## config.mk

```make
export PLATFORM = sky130hd
export DESIGN_NAME = i2c_target_register_file
export DESIGN_NICKNAME = d
export VERILOG_FILES = /design/src/rtl/i2ctrf_pkg.sv /design/src/rtl/i2c_target_register_file.sv
export SDC_FILE = /design/constraint.sdc
export NUM_CORES = 1
export LEC_CHECK = 0
export BUFFER_PORTS_ARGS = -buffer_cell sky130_fd_sc_hd__buf_2
export CORE_MARGIN = 2
export CORE_UTILIZATION = 50
export CTS_CLUSTER_DIAMETER = 120
export DETAILED_ROUTE_END_ITERATION = 7
export PLACE_DENSITY_LB_ADDON = 0.3
export SYNTH_ARGS = -nofsm -noshare
export SYNTH_HDL_FRONTEND = slang
export SYNTH_SLANG_ARGS = --single-unit
export TNS_END_PERCENT = 30
```

## constraint.sdc

```tcl
create_clock -name clk -period 3.6 [get_ports clk]
set_input_delay 0.72 -clock clk [delete_from_list [all_inputs] [get_ports clk]]
set_output_delay 0.72 -clock clk [all_outputs]
set_load 0.01 [all_outputs]
```

## src/rtl/i2ctrf_pkg.sv

```systemverilog
// i2ctrf_pkg: shared types and constants for the i2c target register file
// request and result structs, phase encoding, fixed bus byte codes
// no dependencies
`default_nettype none

package i2ctrf_pkg;

	// default register bank depth
	localparam int NUM_REGS_DEF = 10;

	// event kinds
	localparam logic OP_START    = 1'b0;
	localparam logic OP_OVERFLOW = 1'b1;

	// bytes put on the bus
	localparam logic [7:0] ACK_BYTE  = 8'h00;
	localparam logic [7:0] FILL_BYTE = 8'hF2;

	// bus event request
	typedef struct packed {
		logic       operation;
		logic [7:0] bus_byte;
	} in_req_t;

	// per-event result
	typedef struct packed {
		logic       tx_load;
		logic [7:0] tx_byte;
		logic       sda_drive;
		logic       one_bit_phase;
		logic       released;
	} out_res_t;

	// transfer phase, one-hot
	typedef enum logic [7:0] {
		PH_IDLE      = 8'b0000_0001,
		PH_ADDRESS   = 8'b0000_0010,
		PH_ADDR_ACK  = 8'b0000_0100,
		PH_REGADDR   = 8'b0000_1000,
		PH_WRITE_ACK = 8'b0001_0000,
		PH_WRITE     = 8'b0010_0000,
		PH_READ_ACK  = 8'b0100_0000,
		PH_READ_MULT = 8'b1000_0000
	} phase_t;

endpackage

`default_nettype wire

```

## src/rtl/i2c_target_register_file.sv

```systemverilog
// i2c_target_register_file: byte-level i2c target with an auto-incrementing register bank
// depends on i2ctrf_pkg
//
// Usage
//   in channel (in_valid/in_ready/in_data) carries bus events: a start condition or a
//   shift counter overflow with the shifted byte (bit 0 is the master ack bit after a
//   one-bit phase). Every request yields exactly one result on the out channel
//   (out_valid/out_ready/out_data): byte to load, sda direction, counter preset and a
//   released flag.
//   cfg_wr_en/cfg_wr_data write the seven-bit own address; write it only while no
//   request is in flight. From acceptance to result a request passes the input
//   register, then the phase decode and bank read feed the result register. One
//   request per cycle is sustained while out_ready is high; the phase/pointer/bank
//   update is done in the same cycle as the decode.
//   When the receiver stalls, the result register holds and the input register keeps
//   one more request; in_ready drops only when both are full and out_ready is low.
//   Reset (arst_n low) clears the phase to idle, the direction, the pointer, the own
//   address and all bank registers to zero, and empties both pipeline registers.
`default_nettype none

module i2c_target_register_file
	import i2ctrf_pkg::*;
#(
	parameter int NUM_REGS = NUM_REGS_DEF
) (
	input  wire logic     clk,
	input  wire logic     arst_n,
	input  wire logic     cfg_wr_en,
	input  wire logic [6:0] cfg_wr_data,
	input  wire logic     in_valid,
	output logic          in_ready,
	input  wire in_req_t  in_data,
	output logic          out_valid,
	input  wire logic     out_ready,
	output out_res_t      out_data
);

	localparam int IDX_W = (NUM_REGS > 1) ? $clog2(NUM_REGS) : 1;
	localparam logic [8:0] NUM_REGS_9 = 9'(NUM_REGS);

	logic [6:0]   own_address_q;
	logic         valid_s1;
	in_req_t      req_s1;
	logic         out_valid_q;
	out_res_t     out_data_q;
	phase_t       phase_q;
	phase_t       phase_nx;
	logic         read_dir_q;
	logic         read_dir_nx;
	logic [7:0]   pointer_q;
	logic [7:0]   pointer_nx;
	logic [7:0]   bank_q [NUM_REGS];
	logic         bank_we;
	logic         advance;
	logic         fire;
	logic [7:0]   ptr_inc;
	logic [7:0]   rd_ptr;
	logic [7:0]   rd_byte;
	logic         ptr_in_range;
	out_res_t     res;

	// pipeline flow control
	assign advance  = !out_valid_q || out_ready;
	assign fire     = valid_s1 && advance;
	assign in_ready = !valid_s1 || advance;

	// own address register
	always_ff @(posedge clk or negedge arst_n) begin
		if (!arst_n) begin
			own_address_q <= '0;
		end else if (cfg_wr_en) begin
			own_address_q <= cfg_wr_data;
		end
	end

	// input register
	always_ff @(posedge clk or negedge arst_n) begin
		if (!arst_n) begin
			valid_s1 <= 1'b0;
		end else if (in_ready) begin
			valid_s1 <= in_valid;
		end
	end

	always_ff @(posedge clk) begin
		if (in_ready && in_valid) begin
			req_s1 <= in_data;
		end
	end

	// bank read: current pointer, or the advanced one after a master ack
	assign ptr_inc      = pointer_q + 8'd1;
	assign rd_ptr       = (phase_q == PH_READ_MULT) ? ptr_inc : pointer_q;
	assign rd_byte      = ({1'b0, rd_ptr} < NUM_REGS_9) ? bank_q[rd_ptr[IDX_W-1:0]] : FILL_BYTE;
	assign ptr_in_range = {1'b0, pointer_q} < NUM_REGS_9;

	// phase decode and result
	always_comb begin
		res         = '0;
		phase_nx    = phase_q;
		read_dir_nx = read_dir_q;
		pointer_nx  = pointer_q;
		bank_we     = 1'b0;
		if (req_s1.operation == OP_START) begin
			phase_nx = PH_ADDRESS;
		end else begin
			case (phase_q)
				PH_ADDRESS: begin
					if (req_s1.bus_byte[7:1] == own_address_q) begin
						read_dir_nx       = req_s1.bus_byte[0];
						phase_nx          = PH_ADDR_ACK;
						res.tx_load       = 1'b1;
						res.tx_byte       = ACK_BYTE;
						res.sda_drive     = 1'b1;
						res.one_bit_phase = 1'b1;
					end else begin
						phase_nx     = PH_IDLE;
						res.released = 1'b1;
					end
				end
				PH_ADDR_ACK: begin
					if (read_dir_q) begin
						phase_nx      = PH_READ_ACK;
						res.tx_load   = 1'b1;
						res.tx_byte   = rd_byte;
						res.sda_drive = 1'b1;
					end else begin
						phase_nx = PH_REGADDR;
					end
				end
				PH_REGADDR: begin
					pointer_nx        = req_s1.bus_byte;
					phase_nx          = PH_WRITE_ACK;
					res.tx_load       = 1'b1;
					res.tx_byte       = ACK_BYTE;
					res.sda_drive     = 1'b1;
					res.one_bit_phase = 1'b1;
				end
				PH_WRITE_ACK: begin
					phase_nx = PH_WRITE;
				end
				PH_WRITE: begin
					// out-of-range bytes are dropped but still acknowledged
					if (ptr_in_range) begin
						bank_we    = 1'b1;
						pointer_nx = ptr_inc;
					end
					phase_nx          = PH_WRITE_ACK;
					res.tx_load       = 1'b1;
					res.tx_byte       = ACK_BYTE;
					res.sda_drive     = 1'b1;
					res.one_bit_phase = 1'b1;
				end
				PH_READ_ACK: begin
					phase_nx          = PH_READ_MULT;
					res.one_bit_phase = 1'b1;
				end
				PH_READ_MULT: begin
					// master ack sends the next register, nack goes back to address
					if (!req_s1.bus_byte[0]) begin
						pointer_nx    = ptr_inc;
						phase_nx      = PH_READ_ACK;
						res.tx_load   = 1'b1;
						res.tx_byte   = rd_byte;
						res.sda_drive = 1'b1;
					end else begin
						phase_nx = PH_ADDRESS;
					end
				end
				default: begin
					phase_nx     = PH_IDLE;
					res.released = 1'b1;
				end
			endcase
		end
	end

	// transfer state
	always_ff @(posedge clk or negedge arst_n) begin
		if (!arst_n) begin
			phase_q    <= PH_IDLE;
			read_dir_q <= 1'b0;
			pointer_q  <= '0;
		end else if (fire) begin
			phase_q    <= phase_nx;
			read_dir_q <= read_dir_nx;
			pointer_q  <= pointer_nx;
		end
	end

	// register bank
	always_ff @(posedge clk or negedge arst_n) begin
		if (!arst_n) begin
			for (int i = 0; i < NUM_REGS; i++) begin
				bank_q[i] <= '0;
			end
		end else if (fire && bank_we) begin
			bank_q[pointer_q[IDX_W-1:0]] <= req_s1.bus_byte;
		end
	end

	// result register
	always_ff @(posedge clk or negedge arst_n) begin
		if (!arst_n) begin
			out_valid_q <= 1'b0;
		end else if (advance) begin
			out_valid_q <= valid_s1;
		end
	end

	always_ff @(posedge clk) begin
		if (fire) begin
			out_data_q <= res;
		end
	end

	assign out_valid = out_valid_q;
	assign out_data  = out_data_q;

	// nothing is loaded without a load strobe
	a_byte_zero_no_load: assert property (@(posedge clk) disable iff (!arst_n)
		out_valid_q && !out_data_q.tx_load |-> out_data_q.tx_byte == 8'h00)
		else $error("tx_byte nonzero without tx_load");

	// a released target never drives the bus
	a_released_quiet: assert property (@(posedge clk) disable iff (!arst_n)
		out_valid_q && out_data_q.released |-> !out_data_q.sda_drive && !out_data_q.tx_load)
		else $error("released target drives sda");

	// pointer moves only when a request is processed
	a_pointer_hold: assert property (@(posedge clk) disable iff (!arst_n)
		!fire |=> $stable(pointer_q))
		else $error("pointer changed without a request");

	// in-range data write advances the pointer by one
	a_write_advance: assert property (@(posedge clk) disable iff (!arst_n)
		fire && bank_we |=> pointer_q == $past(pointer_q) + 8'd1)
		else $error("pointer did not advance after a bank write");

	// a start always re-arms address reception
	a_start_rearm: assert property (@(posedge clk) disable iff (!arst_n)
		fire && req_s1.operation == OP_START |=> phase_q == PH_ADDRESS)
		else $error("start did not re-arm address phase");

endmodule

`default_nettype wire
```

==> metrics.md <==
| Metric | Value |
|---|---|
| Status | complete, no violations |
| Net count, final | 638 |
| Hold Buf Count CTS | 0 |
| Largest net degree at the start of global routing | 64 |
| DIE WIDTH | 120 um |
| Initial Utilization | 0.512 |
| Most frequent cell after synthesis | dfrtp_1 |
| Commonest cells in the synthesized netlist | dfrtp_1 (105), mux2_2 (91), a21oi_1 (37) |
| Synth Area in Compound Gates | 0.111 |
| GPL Wtd Cong | 0.952 |
| First-pass GRT wire length | between 20000 and 30000 um |
| YS warnings | 0 |
| Antenna diodes | 0 |
| H-tree Lvls | 4 |
| Setup Viol. Count Final | 0 |
| Post-synthesis mux area share | 0.230 |
| PortBufs | 34 |
| Most used flip-flop cell after synthesis | dfrtp_1 |
| Worst skew pair latency | between 0.4 and 0.5 ns |
| Worst R2R Start | phase_q[2]$_DFFE_PN0P_ |
| Worst Skew | 0.00838 ns |
| Post-synth top area share | 0.387 |
| Die Ht | between 100 and 150 um |
| Overall die area | 14500 sq um |
| Minimum setup slack among reg-to-reg paths | ~0.48 ns |
| Total core area | 13200 sq um |
| Layout fillers | about 1100 |
| Synth async-reset ratio | 0.841 |
| Clk buf depth | 2 |
| Synthesis-stage register bit count | 126 |
| Crit path DAT | approximately 3.4 ns |
| Required @ worst endpoint | 3.85 ns |
| DR WL/cell | 20.8 um |
| Cts bufs inserted | 17 |
| Tcrit/Tclk final | 0.866 |
| Sum Neg Setup Slack | 0 ns |
| Clock tree sinks | 126 |
| Boundary Pins | 35 |
| Worst r2r dst | out_data[7]$_SDFFCE_PN0P_ |
| Worst slack, placed | ~0.52 ns |
| Rel. slew slack | 0.455 |
| GR Overflow Total | 0 |
| Share of layout cells above drive strength 1 | 0.316 |
| Post-Synth Adder-Cell Area | 0.00738 |
| Layout area overhead | 13.4% |
| Crit-path max FO | 14 |
| # resized after CTS | 0 |
| Pins Over Slew Limit | 0 |
| CTS clock-pin slew for the worst setup and hold paths | 0.06 ns |
| Worst R2R Path Depth | 6 |
| PD cells | 454 nW/um^2 |
| Antenna violations before repair | 0 |
| M2 GR Usage | 0.400 |
| TritonCTS clock tree | yes |
| Post-CTS Setup Inserts | 0 |
| Antenna viol nets, final | 0 |
| GR met1 Demand/Resource | 0.321 |
| Seq. cell area | 3260 sq um |
| Hold WC Path Type | input pin to asynchronous set/reset pin |
| Total GRT Usage | 0.244 |
| DR vias/cell | ~6.2 |
| Number of enable flip-flop cells after synthesis | 20 |
| Vias in the first global route | approximately 5000 |
| Startpoint types | flop |
| Drt total wl | 16700 um |
| Syn nets | 613 |
| Clock Root Buffer | clkbuf_16 |
| Via count | 4994 |
| Hold Vio Cnt, Final | 0 |
| Iter 0 DRT Violations | 432 |
| Sequential share of the synthesized area | 0.480 |
| Synth Area in XOR/XNOR | 0.0192 |
| Setup Crit Path Kind | flop to flop |
| Synthesized area | 6780 sq um |
| Worst Setup End Kind | flop |
| Synth Area in Simple Gates | 0.120 |
| 1st-pass router iterations | 5 |
| Cells after synthesis | 588 |
| Post-synth top area cell | dfrtp_1 |
| HPWL Detailed | 11300 um |
| GRT Max-Usage Layer | met2 |
| LEAKAGE | between 3 and 4 nW |
| Yosys cell types | 65 |
| Fin util | 0.581 |
| Met3 GRT Util | 0.0509 |
| Multi-input gate area | 3310 sq um |
| Min cycle time layout | 3.12 ns |
| Final worst setup slack | 0.484 ns |
| RSZ-0062 raised after global routing | false |
| Syn Area/Cell | 11.5 sq um |
| Main area contributors after synthesis | dfrtp_1 (39%), mux2_2 (15%), edfxtp_1 (8.9%) |
| Post-route DRC violation count | 0 |
| Final Power | 3.49 mW |
| Max Fclk | approximately 0.32 GHz |
| Worst vdd ir | 0.320 mV |
| Slew of the pin with the lowest slew margin | ~0.82 ns |
| Row count | 42 |
| Largest family of logic cells by synthesized area | multiplexers |
| Max-cap viol count | 0 |
[area by class of cell]
class	instances	share of cell area
Clock buffer	21	0.0668
Clock inverter	11	0.0130
Timing Repair Buffer	46	0.0342
Multi-Input combinational cell	415	0.431
Tap cell	176	0.0286
Inverter	7	0.00342
Sequential cell	126	0.423
[routing by layer]
metal	up-vias	wire length, um
met3	37	975
met4	0	378
met1	2510	7230
met2	185	8100
li1	2262	-
met5	-	0
[flip-flops by register name, summed over array words and instances (netlist names)]
name,flops
out_data,11
read_dir_q,1
req_s1,9
valid_s1,1
out_valid,1
phase_q,8
bank_q,80
pointer_q,8
own_address_q,7
[power breakdown]
part,internal (mW),switching [mW],total (mW)
Clock,1.09,0.646,1.74
Combinational,0.0770,0.136,0.213
Sequential,1.49,0.0525,1.54
Total,2.66,0.835,3.49
[cell usage in the layout (no fill, tap or decap), types with 3 or more instances in the layout]
cell       Yosys  layout
a211o_1        3       3
a211oi_1       4       4
a21oi_1       37      37
a22o_1         3       3
a22oi_1        4       4
a31o_2         3       3
a31oi_1        6       6
and2_1         3       3
and3_1         5       5
buf_2          9      33
buf_4          3      13
clkbuf_16      0      20
clkinv_2       0       3
clkinv_4       0       4
dfrtp_1      105     104
edfxtp_1      20      20
ha_1           4       4
inv_1          7       7
mux2_2        91      91
mux2i_1       29      29
mux4_2        10      10
nand2_1       36      36
nand2b_1       8       8
nand3_1       17      17
nand4_1        7       7
nor2_1        33      33
nor2b_1        6       6
nor3_1         7       7
nor4_1        10      10
o21ai_0       23      23
o221ai_1       8       8
o22ai_1        5       5
o311a_1        3       3
xnor2_1        7       7
xor2_1         6       6
[how the worst max path moves through the flow]
stage	endpoint	slack (ns)	cells past startpoint	startpoint
2_1_floorplan	out_data[10]$_SDFFCE_PN0P_	0.63	10	pointer_q[1]$_DFFE_PN0P_
3_3_place_gp	out_data[7]$_SDFFCE_PN0P_	0.64	6	phase_q[2]$_DFFE_PN0P_
3_5_place_dp	out_data[7]$_SDFFCE_PN0P_	0.52	6	phase_q[2]$_DFFE_PN0P_
4_1_cts	out_data[7]$_SDFFCE_PN0P_	0.51	6	phase_q[2]$_DFFE_PN0P_
5_1_grt	out_data[7]$_SDFFCE_PN0P_	0.28	6	phase_q[2]$_DFFE_PN0P_
6_report	out_data[7]$_SDFFCE_PN0P_	0.48	6	phase_q[2]$_DFFE_PN0P_
[stage by stage]
stage	hold WS, ns	instances	area, sq um
finish	0.394	802	7690
global route	0.465	802	7690
CTS	0.422	802	7690
detailed placement	0.492	770	7080
global placement	0.488	770	7080
floorplan	0.424	588	6780
[logic make-up (layout without fill, tap and decap cells)]
family	Yosys count	in the layout
compound gates	115	115
flops	126	126
xor+xnor	14	14
mux	132	132
buf+inv	47	85
simple gates	150	150
fa+ha+maj	4	4
[critical path, stage by stage, from the launching register on]
cell	delay, ns
dfrtp_1	0.54
or4b_1	0.84
nor2_8	0.25
mux2i_1	0.49
a221oi_2	0.14
or4_1	0.49
a31oi_1	0.20
No activity file was read; power rests on OpenSTA's default activity.
